$ cat src/sv/bbs_pkg.sv
// Shared types and constants for the bounded byte stack.
// Depends on nothing; every other file of the block but bbs_ram uses it.
`timescale 1ns / 1ps
`default_nettype none

package bbs_pkg;

  localparam int DEPTH  = 64;
  localparam int ADDR_W = (DEPTH > 1) ? $clog2(DEPTH) : 1;
  localparam int CNT_W  = $clog2(DEPTH + 1);
  localparam int CAP_W  = 7;
  localparam int CMD_W  = 3;
  localparam int DATA_W = 8;

  typedef enum logic [CMD_W-1:0] {
    CMD_PUSH      = 3'd0,
    CMD_POP       = 3'd1,
    CMD_PEEK      = 3'd2,
    CMD_DUMP_DOWN = 3'd3,
    CMD_DUMP_UP   = 3'd4
  } cmd_t;

  typedef enum logic {
    ST_IDLE,
    ST_READ
  } state_t;

  // Write request from the controller to the entry memory.
  typedef struct packed {
    logic              we;
    logic [ADDR_W-1:0] addr;
    logic [DATA_W-1:0] data;
  } mem_wr_t;

  // Read request; last marks the final result of a peek or dump.
  typedef struct packed {
    logic              re;
    logic [ADDR_W-1:0] addr;
    logic              last;
  } rd_issue_t;

  // Output queue status seen by the controller.
  typedef struct packed {
    logic room;
  } q_status_t;

endpackage

`default_nettype wire

$ cat src/sv/bbs_if.sv
// Handshake channels of the bounded byte stack: command input and result output.
// Depends on bbs_pkg for the field widths.
`timescale 1ns / 1ps
`default_nettype none

interface bbs_cmd_if;
  logic                           valid;
  logic                           ready;
  logic [bbs_pkg::CMD_W-1:0]      command;
  logic [bbs_pkg::DATA_W-1:0]     push_value;

  modport source (output valid, output command, output push_value, input ready);
  modport sink   (input valid, input command, input push_value, output ready);
endinterface

interface bbs_res_if;
  logic                           valid;
  logic                           ready;
  logic [bbs_pkg::DATA_W-1:0]     item;
  logic                           last;

  modport source (output valid, output item, output last, input ready);
  modport sink   (input valid, input item, input last, output ready);
endinterface

`default_nettype wire

$ cat src/sv/bbs_ram.sv
// Generic single-write, single-read synchronous RAM with registered read data.
// Depends on nothing.
`timescale 1ns / 1ps
`default_nettype none

module bbs_ram #(
  parameter int DEPTH = 64,
  parameter int WIDTH = 8,
  localparam int AW   = (DEPTH > 1) ? $clog2(DEPTH) : 1
) (
  input  wire logic             clk,
  input  wire logic             we,
  input  wire logic [AW-1:0]    waddr,
  input  wire logic [WIDTH-1:0] wdata,
  input  wire logic             re,
  input  wire logic [AW-1:0]    raddr,
  output logic      [WIDTH-1:0] rdata
);

  logic [WIDTH-1:0] mem [DEPTH];

  always_ff @(posedge clk) begin
    if (we) begin
      mem[waddr] <= wdata;
    end
  end

  always_ff @(posedge clk) begin
    if (re) begin
      rdata <= mem[raddr];
    end
  end

endmodule

`default_nettype wire

$ cat src/sv/bbs_outq.sv
// Two-entry result queue fed by the entry memory's read port.
// Depends on bbs_pkg and the bbs_res_if channel.
`timescale 1ns / 1ps
`default_nettype none

module bbs_outq (
  input  wire logic                       clk,
  input  wire logic                       rst_n,
  input  wire bbs_pkg::rd_issue_t         issue,
  input  wire logic [bbs_pkg::DATA_W-1:0] rdata,
  bbs_res_if.source                       out_ch,
  output bbs_pkg::q_status_t              status
);

  logic                       inflight_r, inflight_nxt;
  logic                       inlast_r;
  logic [1:0]                 occ_r, occ_nxt;
  logic [bbs_pkg::DATA_W-1:0] h_item_r, h_item_nxt, t_item_r, t_item_nxt;
  logic                       h_last_r, h_last_nxt, t_last_r, t_last_nxt;
  logic                       pop;
  logic                       push;
  logic [2:0]                 pending;

  assign pop          = (occ_r != 2'd0) && out_ch.ready;
  assign push         = inflight_r;
  assign inflight_nxt = issue.re;

  // Slots taken after this cycle, counting the read still in the memory.
  assign pending     = {1'b0, occ_r} + {2'b00, inflight_r} - {2'b00, pop};
  assign status.room = pending < 3'd2;

  always_comb begin
    occ_nxt    = occ_r + {1'b0, push} - {1'b0, pop};
    h_item_nxt = h_item_r;
    h_last_nxt = h_last_r;
    t_item_nxt = t_item_r;
    t_last_nxt = t_last_r;
    if (pop) begin
      if (occ_r == 2'd2) begin
        h_item_nxt = t_item_r;
        h_last_nxt = t_last_r;
        if (push) begin
          t_item_nxt = rdata;
          t_last_nxt = inlast_r;
        end
      end else if (push) begin
        h_item_nxt = rdata;
        h_last_nxt = inlast_r;
      end
    end else if (push) begin
      if (occ_r == 2'd0) begin
        h_item_nxt = rdata;
        h_last_nxt = inlast_r;
      end else begin
        t_item_nxt = rdata;
        t_last_nxt = inlast_r;
      end
    end
  end

  always_ff @(posedge clk) begin
    if (!rst_n) begin
      inflight_r <= 1'b0;
      occ_r      <= 2'd0;
    end else begin
      inflight_r <= inflight_nxt;
      occ_r      <= occ_nxt;
    end
  end

  always_ff @(posedge clk) begin
    inlast_r <= issue.last;
    h_item_r <= h_item_nxt;
    h_last_r <= h_last_nxt;
    t_item_r <= t_item_nxt;
    t_last_r <= t_last_nxt;
  end

  assign out_ch.valid = occ_r != 2'd0;
  assign out_ch.item  = h_item_r;
  assign out_ch.last  = h_last_r;

endmodule

`default_nettype wire

$ cat src/sv/bbs_ctrl.sv
// Command decoder, fill counter, capacity register and read sequencer.
// Depends on bbs_pkg and the bbs_cmd_if channel.
`timescale 1ns / 1ps
`default_nettype none

module bbs_ctrl (
  input  wire logic                      clk,
  input  wire logic                      rst_n,
  bbs_cmd_if.sink                        in_ch,
  input  wire logic                      cfg_we,
  input  wire logic [bbs_pkg::CAP_W-1:0] cfg_wdata,
  input  wire bbs_pkg::q_status_t        status,
  output bbs_pkg::mem_wr_t               wr,
  output bbs_pkg::rd_issue_t             issue
);

  bbs_pkg::state_t            state_r, state_nxt;
  logic [bbs_pkg::CNT_W-1:0]  fill_r, fill_nxt, fill_dec, cap_eff;
  logic [bbs_pkg::CAP_W-1:0]  cap_r;
  logic [bbs_pkg::ADDR_W-1:0] addr_r, addr_nxt;
  logic [bbs_pkg::CNT_W-1:0]  remain_r, remain_nxt;
  logic                       down_r, down_nxt;
  logic                       accept;
  logic                       start_read;
  bbs_pkg::cmd_t              cmd;

  assign accept   = in_ch.valid && in_ch.ready;
  assign cmd      = bbs_pkg::cmd_t'(in_ch.command);
  assign fill_dec = fill_r - 1'b1;
  assign cap_eff  = (cap_r > bbs_pkg::CAP_W'(bbs_pkg::DEPTH)) ?
                    bbs_pkg::CNT_W'(bbs_pkg::DEPTH) : bbs_pkg::CNT_W'(cap_r);

  always_comb begin
    start_read = 1'b0;
    if (accept && (fill_r != '0)) begin
      unique case (cmd) inside
        bbs_pkg::CMD_PEEK, bbs_pkg::CMD_DUMP_DOWN, bbs_pkg::CMD_DUMP_UP: begin
          start_read = 1'b1;
        end
        default: begin
          start_read = 1'b0;
        end
      endcase
    end
  end

  // Next state.
  always_comb begin
    state_nxt = state_r;
    unique case (state_r)
      bbs_pkg::ST_IDLE: begin
        if (start_read) begin
          state_nxt = bbs_pkg::ST_READ;
        end
      end
      bbs_pkg::ST_READ: begin
        if (status.room && (remain_r == bbs_pkg::CNT_W'(1))) begin
          state_nxt = bbs_pkg::ST_IDLE;
        end
      end
      default: begin
        state_nxt = bbs_pkg::ST_IDLE;
      end
    endcase
  end

  // Outputs. Input is always ready while idle, so an offered push is taken.
  always_comb begin
    in_ch.ready = 1'b0;
    wr.we       = 1'b0;
    wr.addr     = fill_r[bbs_pkg::ADDR_W-1:0];
    wr.data     = in_ch.push_value;
    issue.re    = 1'b0;
    issue.addr  = addr_r;
    issue.last  = remain_r == bbs_pkg::CNT_W'(1);
    unique case (state_r)
      bbs_pkg::ST_IDLE: begin
        in_ch.ready = 1'b1;
        wr.we       = in_ch.valid && (cmd == bbs_pkg::CMD_PUSH) && (fill_r < cap_eff);
      end
      bbs_pkg::ST_READ: begin
        issue.re = status.room;
      end
      default: begin
        in_ch.ready = 1'b0;
      end
    endcase
  end

  // Fill count and read sequencer registers.
  always_comb begin
    fill_nxt   = fill_r;
    addr_nxt   = addr_r;
    remain_nxt = remain_r;
    down_nxt   = down_r;
    if (wr.we) begin
      fill_nxt = fill_r + 1'b1;
    end
    if (accept && (cmd == bbs_pkg::CMD_POP) && (fill_r != '0)) begin
      fill_nxt = fill_dec;
    end
    if (start_read) begin
      down_nxt   = cmd != bbs_pkg::CMD_DUMP_UP;
      addr_nxt   = (cmd == bbs_pkg::CMD_DUMP_UP) ? '0 : fill_dec[bbs_pkg::ADDR_W-1:0];
      remain_nxt = (cmd == bbs_pkg::CMD_PEEK) ? bbs_pkg::CNT_W'(1) : fill_r;
    end
    if (issue.re) begin
      remain_nxt = remain_r - 1'b1;
      addr_nxt   = down_r ? addr_r - 1'b1 : addr_r + 1'b1;
    end
  end

  always_ff @(posedge clk) begin
    if (!rst_n) begin
      state_r  <= bbs_pkg::ST_IDLE;
      fill_r   <= '0;
      cap_r    <= bbs_pkg::CAP_W'(64);
      remain_r <= '0;
    end else begin
      state_r  <= state_nxt;
      fill_r   <= fill_nxt;
      remain_r <= remain_nxt;
      if (cfg_we) begin
        cap_r <= cfg_wdata;
      end
    end
  end

  always_ff @(posedge clk) begin
    addr_r <= addr_nxt;
    down_r <= down_nxt;
  end

endmodule

`default_nettype wire

$ cat src/sv/bounded_byte_stack.sv
// Top level of the bounded byte stack: controller, entry memory and result queue.
// Depends on bbs_pkg, bbs_if, bbs_ram, bbs_outq and bbs_ctrl.
`timescale 1ns / 1ps
`default_nettype none

// Channel   Direction  Contents
// in_ch     sink       command (3 bits), push_value (8 bits)
// out_ch    source     item (8 bits), last (1 bit)
// cfg_*     input      cfg_we, cfg_wdata: capacity (7 bits)
//
// Push, pop and ignored commands are accepted back to back.
// A peek or dump of n entries holds off input while the read sequencer walks
// the entry memory, one synchronous read a cycle while the result queue has room;
// each result reaches out_ch through the memory read register and then the queue
// register. A stalled out_ch pauses the reads through the two-entry result
// queue, and no result is ever dropped.
// Reset empties the stack and sets capacity to 64; the entry memory needs no
// clearing, since entries above the fill count are never read.
module bounded_byte_stack (
  input  wire logic                      clk,
  input  wire logic                      rst_n,
  bbs_cmd_if.sink                        in_ch,
  bbs_res_if.source                      out_ch,
  input  wire logic                      cfg_we,
  input  wire logic [bbs_pkg::CAP_W-1:0] cfg_wdata
);

  bbs_pkg::mem_wr_t           wr;
  bbs_pkg::rd_issue_t         issue;
  bbs_pkg::q_status_t         status;
  logic [bbs_pkg::DATA_W-1:0] rdata;

  // The controller decodes each command item, keeps the fill count and
  // capacity, and sequences reads for peek and both dumps.
  bbs_ctrl u_ctrl (
    .clk       (clk),
    .rst_n     (rst_n),
    .in_ch     (in_ch),
    .cfg_we    (cfg_we),
    .cfg_wdata (cfg_wdata),
    .status    (status),
    .wr        (wr),
    .issue     (issue)
  );

  // Entry memory; index 0 is the base of the stack.
  bbs_ram #(
    .DEPTH (bbs_pkg::DEPTH),
    .WIDTH (bbs_pkg::DATA_W)
  ) u_ram (
    .clk   (clk),
    .we    (wr.we),
    .waddr (wr.addr),
    .wdata (wr.data),
    .re    (issue.re),
    .raddr (issue.addr),
    .rdata (rdata)
  );

  // The result queue only grants a read when a slot will be free for its data.
  bbs_outq u_outq (
    .clk    (clk),
    .rst_n  (rst_n),
    .issue  (issue),
    .rdata  (rdata),
    .out_ch (out_ch),
    .status (status)
  );

endmodule

`default_nettype wire
$ cat src/flat_wrapper.sv
// flat-port wrapper written by rule: the top's interface ports become plain ports
module bounded_byte_stack_flat 
  (clk, rst_n, cfg_we, cfg_wdata, in_ch_valid, in_ch_command, in_ch_push_value, in_ch_ready, out_ch_valid, out_ch_item, out_ch_last, out_ch_ready);
  bbs_cmd_if in_ch_i ();
  bbs_res_if out_ch_i ();
  input  wire logic clk;
  input  wire logic rst_n;
  input  wire logic cfg_we;
  input  wire logic [bbs_pkg::CAP_W-1:0] cfg_wdata;
  input wire logic [$bits(in_ch_i.valid)-1:0] in_ch_valid;
  input wire logic [$bits(in_ch_i.command)-1:0] in_ch_command;
  input wire logic [$bits(in_ch_i.push_value)-1:0] in_ch_push_value;
  output wire logic [$bits(in_ch_i.ready)-1:0] in_ch_ready;
  output wire logic [$bits(out_ch_i.valid)-1:0] out_ch_valid;
  output wire logic [$bits(out_ch_i.item)-1:0] out_ch_item;
  output wire logic [$bits(out_ch_i.last)-1:0] out_ch_last;
  input wire logic [$bits(out_ch_i.ready)-1:0] out_ch_ready;
  assign in_ch_i.valid = in_ch_valid;
  assign in_ch_i.command = in_ch_command;
  assign in_ch_i.push_value = in_ch_push_value;
  assign in_ch_ready = in_ch_i.ready;
  assign out_ch_valid = out_ch_i.valid;
  assign out_ch_item = out_ch_i.item;
  assign out_ch_last = out_ch_i.last;
  assign out_ch_i.ready = out_ch_ready;
  bounded_byte_stack u_core (.clk(clk), .rst_n(rst_n), .in_ch(in_ch_i), .out_ch(out_ch_i), .cfg_we(cfg_we), .cfg_wdata(cfg_wdata));
endmodule
$ cat config.mk
export PLATFORM = sky130hd
export DESIGN_NAME = bounded_byte_stack_flat
export DESIGN_NICKNAME = d
export VERILOG_FILES = /design/src/sv/bbs_pkg.sv /design/src/sv/bbs_if.sv /design/src/sv/bbs_ram.sv /design/src/sv/bbs_outq.sv /design/src/sv/bbs_ctrl.sv /design/src/sv/bounded_byte_stack.sv /design/src/flat_wrapper.sv
export SDC_FILE = /design/constraint.sdc
export NUM_CORES = 1
export LEC_CHECK = 0
export BUFFER_PORTS_ARGS = -buffer_cell sky130_fd_sc_hd__buf_2
export CAP_MARGIN = 20
export CORE_MARGIN = 2
export CORE_UTILIZATION = 35
export DETAILED_ROUTE_END_ITERATION = 12
export PLACE_DENSITY = 0.5
export SETUP_SLACK_MARGIN = 0.5
export SLEW_MARGIN = 20
export SYNTH_ARGS = -nofsm -noshare
export SYNTH_HDL_FRONTEND = slang
export SYNTH_HIERARCHICAL = 1
export SYNTH_SLANG_ARGS = --single-unit
$ cat constraint.sdc
create_clock -name clk -period 4 [get_ports clk]
set_input_delay 0.8 -clock clk [delete_from_list [all_inputs] [get_ports clk]]
set_output_delay 0.8 -clock clk [all_outputs]
set_load 0.1 [all_outputs]
Word-level counts from Yosys, hierarchy flattened
Memory sizes are Yosys's and may differ from the RTL's. A register that Yosys moved wholly into a read port is not among the register bits.
Index checks and enable logic that the tools add are counted.
Storage, ports and cells
  register bits: 51
  latch bits: 0
  bits in writable memories: 512
  bits in read-only memories: 0
  word-level logic and storage cells: 95
  memories kept: 1
Memory list
  u_core.u_ram.mem: depth 64, bits a word 8, read ports 1, clocked after Yosys merged registers in 1, write ports 1, RTL line bbs_ram.sv:20  | logic [WIDTH-1:0] mem [DEPTH];
Cells by class
  add/subtract/negate cells: 9
  multipliers: 0
  div/mod/pow operators: 0
  order comparisons: 3
  eq/ne operators: 10
  shifts and indexed selects: 0
  muxes and demuxes: 38
  bitwise gates (word level): 1
  reductions and logical operators: 20
Operators with widths (count)
  two-way mux 8 bit: 9
  two-way mux 7 bit: 6
  two-way mux 6 bit: 4
  two-way mux 1 bit: 18
  subtractor 7 x 1 -> 7 bit, second input constant: 2
  nonzero test 2 bit: 6
  logical AND 1 bit: 8
  adder 7 x 1 -> 7 bit, second input constant: 1
  == test 7 x 1 -> 1 bit, second input constant: 1
  > comparator 7 bit, second input constant: 1
  less-than comparator 7 bit: 1
  nonzero test 7 bit: 1
  adder 6 x 1 -> 6 bit, second input constant: 1
  == test 3 x 2 -> 1 bit, second input constant: 2
  subtractor 6 x 1 -> 6 bit, second input constant: 1
  != test 2 bit, second input constant: 2
  AND reduction 4 bit: 1
  adder 2 x 1 -> 3 bit: 1
  == test 3 x 1 -> 1 bit, second input constant: 1
  == test 3 bit, second input constant: 1
  zero test 3 bit: 1
  less-than comparator 3 x 2 -> 1 bit, second input constant: 1
  != test 3 bit, second input constant: 1
  AND reduction 3 bit: 1
  other kinds (9): 9

Depth between registers and ports, before layout
Gate-level depths: netlist of run 1.
  depth after elaboration: 7
  gate-level depth with buffers: 14
  depth with buffers taken out: 14

Cells and area by module
The synthesis of run 1 kept the hierarchy.
Modules (own cells, without submodules)
  bbs_ram: instances 1, cells an instance 940, area each 20246.9 µm², sequential area each 15615.0 µm²
  bbs_ctrl: instances 1, cells an instance 236, area each 2088.3 µm², sequential area each 650.6 µm²
  bbs_outq: instances 1, cells an instance 51, area each 874.6 µm², sequential area each 620.6 µm²

Least setup slack after synthesis of run 1
OpenSTA, ideal clock, no wires.
  path kind: register -> register
  start: register u_core.u_outq.occ_r[1]
  end: register u_core/u_ctrl/remain_r[5] (netlist name)
  arrival: 3.276 ns
  required time: 3.942 ns
  setup slack: 0.666 ns
  stages on the path, launching flop included: 15
  path buffers: 1
  clock period less this slack: 3.334 ns
  cell sequence: dfxtp_1 or2_2 and2_1 ha_1 inv_1 ha_1 fa_1 xnor2_1 nor2_1 nand2_1 inv_1 clkbuf_1 o31ai_1 a31oi_1 a31o_2
RTL lines
  start, declared: RTL line bbs_outq.sv:17  | logic [1:0] occ_r, occ_nxt;
  start signal, assigned: RTL line bbs_outq.sv:67  | occ_r <= occ_nxt;
  end signal, assigned: RTL line bbs_ctrl.sv:122  | remain_r <= remain_nxt;
  end, declared: RTL line bbs_ctrl.sv:21  | logic [bbs_pkg::CNT_W-1:0] remain_r, remain_nxt;

==> impl_metrics.json, run 1 <==
{
  "power_share_of_the_clock_group_pct": 42.3,
  "worstPathMaxFanout": 18,
  "grt-ovfl-total": 0,
  "ys_types": 69,
  "netSwitchingPower_w": 0.002795,
  "critical_path_class": "reg2reg",
  "hold_viol": 0,
  "synth_async_sr_flop_share_pct": 0,
  "initial_antenna_violation_count": 1,
  "critical_path_required_ns": 4.30,
  "hold_class": "in2reg",
  "placed_cells_incl_taps": 2170,
  "row_count": 94,
  "cts_made_buffers": 60,
  "finalCoreUtilization_pct": 40.90,
  "maxCapViolations": 0,
  "number_of_setup_violations_in_the_final_report": 0,
  "synth_warnings": 6,
  "cts-root-to-sink-buffers": 3,
  "netlist_area_sq_mm": 0.02321,
  "timing.setup.tns_ns": 0,
  "post_cts_setup_repair_bufs": 0,
  "setup_repair_after_global_routing_missed_its_margin": "yes",
  "cts_htree_levels": 2,
  "cellLeakagePower_nw": 8.808,
  "postSynthRegisterBits": 571,
  "count_of_antenna_violating_nets_left_after_detailed_routing": 0,
  "post_route_cells_drive_above_1_share_pct": 27.88,
  "run_status": "finished, final reports clean",
  "n_fill_cell": 5787,
  "avgRoutedWirePerCell_microns": 24.70,
  "report.final.slew_viol_count": 0,
  "critical_path_slowest_stage_cell": "edfxtp_1",
  "cts.hold.buffers_added": 0,
  "sort_of_element_at_the_start_of_the_critical_path": "flip-flop",
  "switching_share_pct": 22.03,
  "total_global_route_track_usage_pct": 16.78,
  "final_net_count": 1410,
  "worstPathArrival_ns": 3.74,
  "grt_pass1_wl_mm": 83.46,
  "path_clk_slew_ns": 0.06,
  "tritoncts": "built",
  "route.final.wire_length_mm": 56.35,
  "maxClockFrequency_mhz": 290.1,
  "fin_cells": 2281,
  "detailedRoute.firstPassIterationCount": 5,
  "initial_utilization_pct": 35.30,
  "design.portCount": 34,
  "die-width_microns": 261.5,
  "synth-edff-count": 545,
  "synthesis.instances": 1227,
  "mappedNetlistNets": 1269,
  "dr.first_iter.drc_count": 993,
  "mostFrequentLayoutCell": "edfxtp_1",
  "routed-via-count": 11862,
  "antenna-diode-count": 0,
  "cp_cell_sequence": "buf_12 > mux4_2 > nor2b_1 > a2111oi_0 > o41ai_1",
  "ys.flop_type": "edfxtp_1",
  "crit_family": "compound AO/OA/AOI/OAI gates",
  "synth.avg_cell_area_sq_um": 18.92,
  "seqPwrFrac_pct": 52.2,
  "max_slew_margin_pct": 29.97,
  "pwr-share-comb_pct": 5.5,
  "gp_routability_congestion": 0.7738,
  "critical_path_buf_inv_count": 1,
  "height_of_the_chip_microns": 261.5,
  "area.growth.synth_to_final_pct": 15.85,
  "critical_path.endpoint_type": "flip-flop",
  "final.setup_skew_ns": 0.03642,
  "vdd_ir_drop_max_mv": 0.3704,
  "cp_slowest_stage_delay_ns": 1.02,
  "power_density_relative_to_cell_area_mw_per_mm2": 471.9,
  "final_period_minus_worst_setup_slack_ns": 3.447,
  "final_cycle_share_pct": 86.17,
  "core-area_sq_mm": 0.06575,
  "clock_latency_ns": 0.65,
  "die_area_sq_mm": 0.06839,
  "number_of_gates_given_a_new_drive_strength_after_cts": 0,
  "avgViaCountPerCell": 5.200,
  "tightestPinTransition_ns": 1.024,
  "detail_route.drc_violations": 0,
  "p_int_w": 0.009895,
  "post-dp-hpwl_mm": 35.29,
  "clock-sinks": 571,
  "most-common-layout-cells": "edfxtp_1 (545), mux4_2 (126), buf_4 (114), nor2_1 (90), clkbuf_16 (60)",
  "clockRootBuffer": "clkbuf_16",
  "grt_start_max_net_pins": 65,
  "placement.io_buffers": 33,
  "first_global_vias": 12302,
  "sequential_cell_area_fraction_in_the_yosys_report_pct": 72.75
}
[power groups by stage]
stage	combinational (W)	clock, W	sequential (W)
2_1_floorplan	0.000434	0	0.00681
3_3_place_gp	0.000704	0	0.00675
3_5_place_dp	0.000709	0	0.00675
4_1_cts	0.000710	0.00550	0.00662
5_1_grt	0.000762	0.00573	0.00662
6_report	0.000697	0.00537	0.00662
[worst min-delay path: cells and delay by family]
| kind | cells | cell delay (ns) |
|---|---|---|
| compound gates | 1 | 0.07 |
| buf+inv | 1 | 0.08 |
| simple gates | 1 | 0.05 |
[worst paths after layout]
kind / slack [ns] / startpoint / depth (start not counted) / end
setup / recovery: 0.55 / u_core/u_ctrl/addr_r[0] / 5 / u_core/u_ram/rdata[5]
hold / removal: 0.42 / cfg_wdata[6] / 3 / u_core/u_ctrl/cap_r[6]
setup reg to reg: 0.55 / u_core/u_ctrl/addr_r[0] / 5 / u_core/u_ram/rdata[5]
hold reg to reg: 0.45 / u_core/u_ram/rdata[4] / 0 / u_core/u_outq/t_item_r[4]
[sequential cells by signal, indices dropped and copies added (netlist names), 2 cells and up]
register                   flops
u_core/u_ctrl/remain_r         7
u_core/u_ram/rdata             8
u_core/u_outq/t_item_r         8
u_core/u_ctrl/cap_r            7
u_core/u_ctrl/addr_r           6
u_core/u_ctrl/fill_r           7
u_core/u_outq/occ_r            2
u_core/u_outq/out_ch.item      8
u_core/u_ram/mem             512
[layer usage]
metal / GRT usage [%] / vias to the layer above / routed length [microns]
met5: 0 / - / 0
met2: 26.68 / 316 / 26410
met1: 24.07 / 6234 / 25990
li1: - / 5241 / -
met4: 3.977 / 0 / 1041
met3: 3.000 / 71 / 2909
[area by class of cell]
type | count | area [sq um] | area share [%]
Sequential cell | 571 | 16890 | 62.80
Timing Repair Buffer | 154 | 1176 | 4.374
Multi-Input combinational cell | 559 | 5783 | 21.51
Tap cell | 864 | 1081 | 4.020
Clock inverter | 32 | 307.8 | 1.145
Inverter | 22 | 82.58 | 0.3071
Clock buffer | 79 | 1573 | 5.849
[synthesized netlist by cell type, types with 3 or more instances]
library cell	number	area [sq um]
clkbuf_1	24	90.09
o21ai_0	11	55.05
nand2b_1	9	56.30
nand2_1	44	165.2
nor3b_1	3	22.52
o22ai_1	11	68.82
buf_2	14	70.07
a22oi_1	5	37.54
o221ai_1	9	78.83
o21a_1	3	22.52
mux4_2	126	2838
a211oi_1	5	37.54
nor2b_1	22	137.6
inv_1	21	78.83
mux2_2	22	247.7
buf_1	4	15.01
or3_1	4	25.02
nor4_1	3	18.77
a221oi_1	8	70.07
buf_4	27	202.7
nor2_1	91	341.6
buf_6	4	45.04
xnor2_1	6	52.55
nor3_1	14	70.07
xor2_1	6	52.55
edfxtp_1	545	16370
nand3b_1	5	37.54
a21oi_1	16	80.08
o2bb2ai_1	3	26.28
and2_1	6	37.54
and3_1	5	31.28
mux2i_1	34	340.3
a21o_1	4	30.03
o2111ai_1	3	26.28
dfxtp_1	26	520.5
ha_1	17	212.7
nand3_1	21	105.1
[logic make-up (layout without fill, tap and decap cells)]
logic type | count (synthesis) | after routing | synth area share, %
AOI/OAI and AO/OA | 106 | 106 | 3.488
and+or+nand+nor | 240 | 240 | 5.105
muxes | 182 | 182 | 14.76
adders and majority gates | 19 | 19 | 1.089
xor gates and xnor gates | 12 | 12 | 0.4528
buffers and inverters | 97 | 287 | 2.350
DFF | 571 | 571 | 72.75
[stage by stage]
stage	total power (W)	cell area, sq um	hold WS [ns]	worst slack (ns)
4_1_cts	0.01283	26880	0.3824	0.5610
3_3_place_gp	0.007451	25000	0.4342	0.4980
2_1_floorplan	0.007243	23210	0.4027	0.6660
6_report	0.01269	26890	0.4173	0.5531
5_1_grt	0.01312	26890	0.3963	0.4786
3_5_place_dp	0.007456	25000	0.4317	0.4794
Power figures use the tool's default switching activity.
==> run 2, diff against run 1 <==
--- a/config.mk
+++ b/config.mk
@@ -11,7 +11,9 @@
 export CORE_UTILIZATION = 35
 export DETAILED_ROUTE_END_ITERATION = 12
 export PLACE_DENSITY = 0.5
+export RECOVER_POWER = 50
 export SETUP_SLACK_MARGIN = 0.5
+export SKIP_CTS_REPAIR_TIMING = 1
 export SLEW_MARGIN = 20
 export SYNTH_ARGS = -nofsm -noshare
 export SYNTH_HDL_FRONTEND = slang
==> run 2 against run 1 <==
  * The run now ends with capacitance limit, slew limit left
  * Critical path type is now in2reg
  * Power about the same
  * Clock power is essentially flat
  * Sequential share of layout area rose by 0.23 points
  * Fmax shrank 1.2%
==> impl_metrics.json, run 2 (same netlist as run 1, synthesis figures left out) <==
{
  "worstSetupStartpoint": "in_ch_push_value[2]",
  "avgRoutedWirePerCell_microns": 24.78,
  "post-dp-hpwl_mm": 35.29,
  "setup_repair_after_global_routing_missed_its_margin": "yes",
  "grt_start_max_net_pins": 65,
  "report.final.slew_viol_count": 446,
  "final_period_minus_worst_setup_slack_ns": 3.490,
  "antenna-diode-count": 0,
  "height_of_the_chip_microns": 261.5,
  "initial_utilization_pct": 35.30,
  "totalPowerFinal_w": 0.01269,
  "run_status": "finished with violations",
  "p_int_w": 0.009893,
  "die-width_microns": 261.5,
  "failing_checks": "capacitance limit, slew limit",
  "critical_path_slowest_stage_cell": "clkbuf_1",
  "maxCapViolations": 8,
  "timing.hold.ws_ns": 0.4181,
  "power_share_of_the_clock_group_pct": 42.4,
  "hold_viol": 0,
  "max_slew_margin_pct": -133.9,
  "avgViaCountPerCell": 5.212,
  "tightestPinTransition_ns": 3.509,
  "detail_route.drc_violations": 0,
  "cp_slowest_stage_delay_ns": 2.44,
  "dr.first_iter.drc_count": 1025,
  "final.setup_skew_ns": 0.03555,
  "worstPathMaxFanout": 64,
  "tritoncts": "built",
  "holdCritStartpoint": "cfg_wdata[6]",
  "first_global_vias": 12302,
  "power_density_relative_to_cell_area_mw_per_mm2": 473.5,
  "timing.setup.tns_ns": 0,
  "crit_family": "buffers and inverters",
  "path_clk_slew_ns": 0.06,
  "vdd_ir_drop_max_mv": 0.3710,
  "sort_of_element_at_the_start_of_the_critical_path": "input port",
  "grt_pass1_wl_mm": 83.46,
  "r2r_cells": 5,
  "register_bank_with_the_most_flops": "u_core/u_ram/mem",
  "hold_class": "in2reg",
  "seqPwrFrac_pct": 52.3,
  "final_critical_path_setup_slack_ns": 0.5097,
  "die_area_sq_mm": 0.06839,
  "cts_htree_levels": 2,
  "final_net_count": 1410,
  "switching_share_pct": 22.01,
  "hold_path_depth": 3,
  "largest_register_ffs": 512,
  "routed-via-count": 11888,
  "count_of_antenna_violating_nets_left_after_detailed_routing": 0,
  "mostFrequentLayoutCell": "edfxtp_1",
  "pre_cts_slack_ns": 0.4794,
  "cellLeakagePower_nw": 8.702,
  "cts-root-to-sink-buffers": 3,
  "number_of_setup_violations_in_the_final_report": 0,
  "core-area_sq_mm": 0.06575,
  "crit-reg2reg-launch": "u_core/u_ctrl/addr_r[0]",
  "total_global_route_track_usage_pct": 16.78,
  "path_length_in_cells_of_the_critical_path": 2,
  "gp_routability_congestion": 0.7738,
  "route.final.wire_length_mm": 56.53,
  "design.portCount": 34,
  "area.growth.synth_to_final_pct": 15.44,
  "clock-sinks": 571,
  "cts_made_buffers": 60,
  "post_route_cells_drive_above_1_share_pct": 26.53,
  "row_count": 94,
  "placement.io_buffers": 33,
  "most-common-layout-cells": "edfxtp_1 (545), mux4_2 (126), buf_4 (108), nor2_1 (90), clkbuf_16 (60)",
  "final_cycle_share_pct": 87.26,
  "detailedRoute.firstPassIterationCount": 5,
  "critical_path.endpoint_type": "flip-flop",
  "netSwitchingPower_w": 0.002792,
  "worstPathArrival_ns": 3.40,
  "clock_latency_ns": 0.65,
  "n_fill_cell": 5805,
  "critical_path_buf_inv_count": 2,
  "cp_cell_sequence": "buf_2 > clkbuf_1",
  "grt-ovfl-total": 0,
  "clockRootBuffer": "clkbuf_16",
  "critical_path_class": "in2reg",
  "pwr-share-comb_pct": 5.4,
  "maxClockFrequency_mhz": 286.5,
  "initial_antenna_violation_count": 1,
  "critical_path_required_ns": 3.91
}
-- run 2: path summary, 6_finish.rpt --
check,slack [ns],endpoint
setup / recovery,0.51,u_core/u_ram/mem[23][2]
hold / removal,0.42,u_core/u_ctrl/cap_r[6]
setup reg to reg,0.55,u_core/u_ram/rdata[5]
hold reg to reg,0.46,u_core/u_outq/t_item_r[4]
-- run 2: power by group through the flow --
stage               combinational, W  sequential [W]  clock (W)
finish                      0.000683         0.00663    0.00537
global route                0.000747         0.00663    0.00573
CTS                         0.000710         0.00662    0.00550
detailed placement          0.000709         0.00675          0
global placement            0.000704         0.00675          0
floorplan                   0.000434         0.00681          0
-- run 2: layout make-up --
cell class / count / area (sq um) / area share (%)
inverters: 22 / 82.58 / 0.3082
multi-input cells: 559 / 5753 / 21.47
repair buffers: 154 / 1110 / 4.142
clock buffers: 79 / 1573 / 5.870
well taps: 864 / 1081 / 4.035
clock inverters: 32 / 307.8 / 1.149
flip-flops and latches: 571 / 16890 / 63.02
-- run 2: per-layer routing --
metal / track usage (%) / routed length (microns)
met1: 24.07 / 26050
met2: 26.68 / 26600
met3: 3.000 / 2855
met4: 3.977 / 1027
met5: 0 / 0
-- run 2: through the flow --
| step | cell area (sq um) | utilization [%] | instances |
|---|---|---|---|
| finish | 26790 | 40.75 | 2281 |
| global route | 26790 | 40.75 | 2281 |
| CTS | 26880 | 40.89 | 2281 |
| detailed placement | 25000 | 38.03 | 2170 |
| global placement | 25000 | 38.02 | 2169 |
| floorplan | 23210 | - | 1227 |
==> run 3, diff against run 2 <==
--- a/config.mk
+++ b/config.mk
@@ -5,6 +5,7 @@
 export SDC_FILE = /design/constraint.sdc
 export NUM_CORES = 1
 export LEC_CHECK = 0
+export ABC_AREA = 1
 export BUFFER_PORTS_ARGS = -buffer_cell sky130_fd_sc_hd__buf_2
 export CAP_MARGIN = 20
 export CORE_MARGIN = 2
==> run 3 against run 2 <==
  * The flow still finishes with violations (capacitance limit, slew limit)
  * Sequential share of layout area shrank 1.8 points
  * Clock skew shrank 0.017 ns
  * Critical path depth is the same
  * Global-route usage grew 1.5 points
  * Cell count grew 41%
  * Critical path type unchanged
  * Critical endpoint is now u_core/u_ram/mem[41][0]
  * Largest power group unchanged
==> impl_metrics.json, run 3 <==
{
  "grt_start_max_net_pins": 196,
  "finish.instance_area_sq_mm": 0.02757,
  "timing.setup.tns_ns": 0,
  "final_period_minus_worst_setup_slack_ns": 3.472,
  "first_global_vias": 16126,
  "route.final.wire_length_mm": 64.76,
  "cp_slowest_stage_delay_ns": 1.44,
  "initial_utilization_pct": 35.49,
  "largest_register_ffs": 512,
  "row_count": 96,
  "area.sequential_sq_mm": 0.01689,
  "netlist_area_sq_mm": 0.02447,
  "synthesis.instances": 2178,
  "synth_warnings": 6,
  "groute.layer.met3.usage_pct": 3.235,
  "hold_class": "in2reg",
  "netSwitchingPower_w": 0.003044,
  "critical_path_required_ns": 4.17,
  "mappedNetlistNets": 2220,
  "cts_made_buffers": 59,
  "grt_util_met2_pct": 30.06,
  "synth.avg_cell_area_sq_um": 11.23,
  "n_fill_cell": 6676,
  "final_cycle_share_pct": 86.81,
  "die-width_microns": 268.4,
  "design.portCount": 34,
  "report.final.slew_viol_count": 491,
  "critical_path_slowest_stage_cell": "dlymetal6s4s_1",
  "number_of_setup_violations_in_the_final_report": 0,
  "crit_family": "buffers and inverters",
  "switching_share_pct": 22.93,
  "synth.most_common_cell": "nand2_1",
  "placed_area_sq_mm": 0.02558,
  "grt_pass1_wl_mm": 98.15,
  "sort_of_element_at_the_start_of_the_critical_path": "input port",
  "detailedRoute.firstPassIterationCount": 7,
  "setup_repair_after_global_routing_missed_its_margin": "yes",
  "power_density_relative_to_cell_area_mw_per_mm2": 481.5,
  "postSynthRegisterBits": 571,
  "cellLeakagePower_nw": 10.07,
  "clock_latency_ns": 0.62,
  "height_of_the_chip_microns": 268.4,
  "gp_routability_congestion": 0.8499,
  "core-area_sq_mm": 0.06895,
  "path_clk_slew_ns": 0.06,
  "final_net_count": 2267,
  "initial_antenna_violation_count": 1,
  "seqPwrFrac_pct": 50.1,
  "grt-ovfl-total": 0,
  "maxCapViolations": 11,
  "post-dp-hpwl_mm": 38.23,
  "synth_top_area_cell": "edfxtp_1",
  "placement.io_buffers": 33,
  "register_bank_with_the_most_flops": "u_core/u_ram/mem",
  "mostFrequentLayoutCell": "nand2_1",
  "p_int_w": 0.01023,
  "failing_checks": "capacitance limit, slew limit",
  "maxClockFrequency_mhz": 288.0,
  "ys_types": 44,
  "ys.flop_type": "edfxtp_1",
  "worstPathMaxFanout": 35,
  "power_share_of_the_clock_group_pct": 42.9,
  "tightestPinTransition_ns": 2.046,
  "worstPathArrival_ns": 3.64,
  "clockRootBuffer": "clkbuf_16",
  "hold_viol": 0,
  "total_global_route_track_usage_pct": 18.26,
  "detail_route.drc_violations": 0,
  "count_of_antenna_violating_nets_left_after_detailed_routing": 0,
  "critical_path_buf_inv_count": 2,
  "pwr-share-comb_pct": 7.0,
  "dr.first_iter.drc_count": 1283,
  "ys_top_cells_by_count": "nand2_1 (726), edfxtp_1 (545), nand3_1 (458), nor2_1 (96), inv_1 (56)",
  "cp_cell_sequence": "clkbuf_1 > dlymetal6s4s_1",
  "area.growth.synth_to_final_pct": 12.68,
  "sequential_cell_area_fraction_in_the_yosys_report_pct": 69.01,
  "post_synth_main_area_contributors": "edfxtp_1 (67%), nand2_1 (11%), nand3_1 (9.4%), dfxtp_1 (2.1%), buf_6 (1.8%)",
  "tritoncts": "built",
  "gr-usage-met1_pct": 24.90,
  "avgViaCountPerCell": 4.977,
  "max_slew_margin_pct": -36.41,
  "run_status": "finished with violations",
  "synth_async_sr_flop_share_pct": 0,
  "final.setup_skew_ns": 0.01815,
  "critical_path_class": "in2reg",
  "synth-edff-count": 545,
  "avgRoutedWirePerCell_microns": 20.20,
  "cts_htree_levels": 2,
  "antenna-diode-count": 0,
  "vdd_ir_drop_max_mv": 0.3476,
  "critical_path.endpoint_type": "flip-flop",
  "die_area_sq_mm": 0.07204,
  "routed-via-count": 15952,
  "cts-root-to-sink-buffers": 3,
  "footprint_of_the_multi_input_gates_sq_mm": 0.006372,
  "clock-sinks": 571,
  "post_route_cells_drive_above_1_share_pct": 9.850,
  "yosysTopAreaCellShare_pct": 66.88,
  "top_usage_layer": "met2",
  "most-common-layout-cells": "nand2_1 (726), edfxtp_1 (545), nand3_1 (459), nor2_1 (88), buf_4 (75)"
}
==> run 3: worst paths after layout <==
kind / depth (start not counted) / endpoint / slack, ns / start
setup / recovery: 2 / u_core/u_ram/mem[41][0] / 0.53 / in_ch_push_value[0]
hold / removal: 3 / u_core/u_ctrl/cap_r[5] / 0.41 / cfg_wdata[5]
setup reg to reg: 13 / u_core/u_ram/mem[43][3] / 0.74 / u_core/u_ctrl/cap_r[4]
hold reg to reg: 0 / u_core/u_outq/t_item_r[6] / 0.46 / u_core/u_ram/rdata[6]
==> run 3: metrics by stage <==
stage | power (W) | setup slack, ns | instances | util, % | hold WS [ns]
6_report | 0.01327 | 0.5276 | 3205 | 39.99 | 0.4097
5_1_grt | 0.01373 | 0.2444 | 3205 | 39.99 | 0.3858
4_1_cts | 0.01342 | 0.6129 | 3203 | 40.05 | 0.3691
3_5_place_dp | 0.007719 | 0.6336 | 3093 | 37.11 | 0.4482
2_1_floorplan | 0.007468 | 0.6551 | 2178 | - | 0.4086
3_3_place_gp | 0.007725 | 0.6430 | 3093 | 37.11 | 0.4428
==> run 3: final cells by class <==
| cell class | instances | area share [%] |
|---|---|---|
| clock inverters | 35 | 1.339 |
| repair buffers | 123 | 3.190 |
| flip-flops and latches | 571 | 61.25 |
| multi-input cells | 1409 | 23.11 |
| clock buffers | 75 | 6.027 |
| inverters | 61 | 0.8577 |
| well taps | 931 | 4.225 |
==> run 3: cell families (layout without fill, tap and decap cells) <==
logic type                 Yosys count  after routing  synth area share [%]
and+or+nand+nor                   1324           1324                 23.21
xor gates and xnor gates            12             12                0.4295
DFF                                571            571                 69.01
adders and majority gates           19             19                 1.033
AOI/OAI and AO/OA                   54             54                 1.309
buffers and inverters              198            294                 5.006
==> run 3: power groups by stage <==
stage / registers, W / logic, W / clock network [W]
finish: 0.00665 / 0.000925 / 0.00570
global route: 0.00666 / 0.00101 / 0.00606
CTS: 0.00665 / 0.000947 / 0.00582
detailed placement: 0.00677 / 0.000944 / 0
global placement: 0.00677 / 0.000952 / 0
floorplan: 0.00691 / 0.000560 / 0
==> run 3: layer usage <==
metal	wire length [microns]	vias up
li1	-	7667
met1	28890	7779
met2	30650	417
met3	3709	89
met4	1506	0
met5	0	-
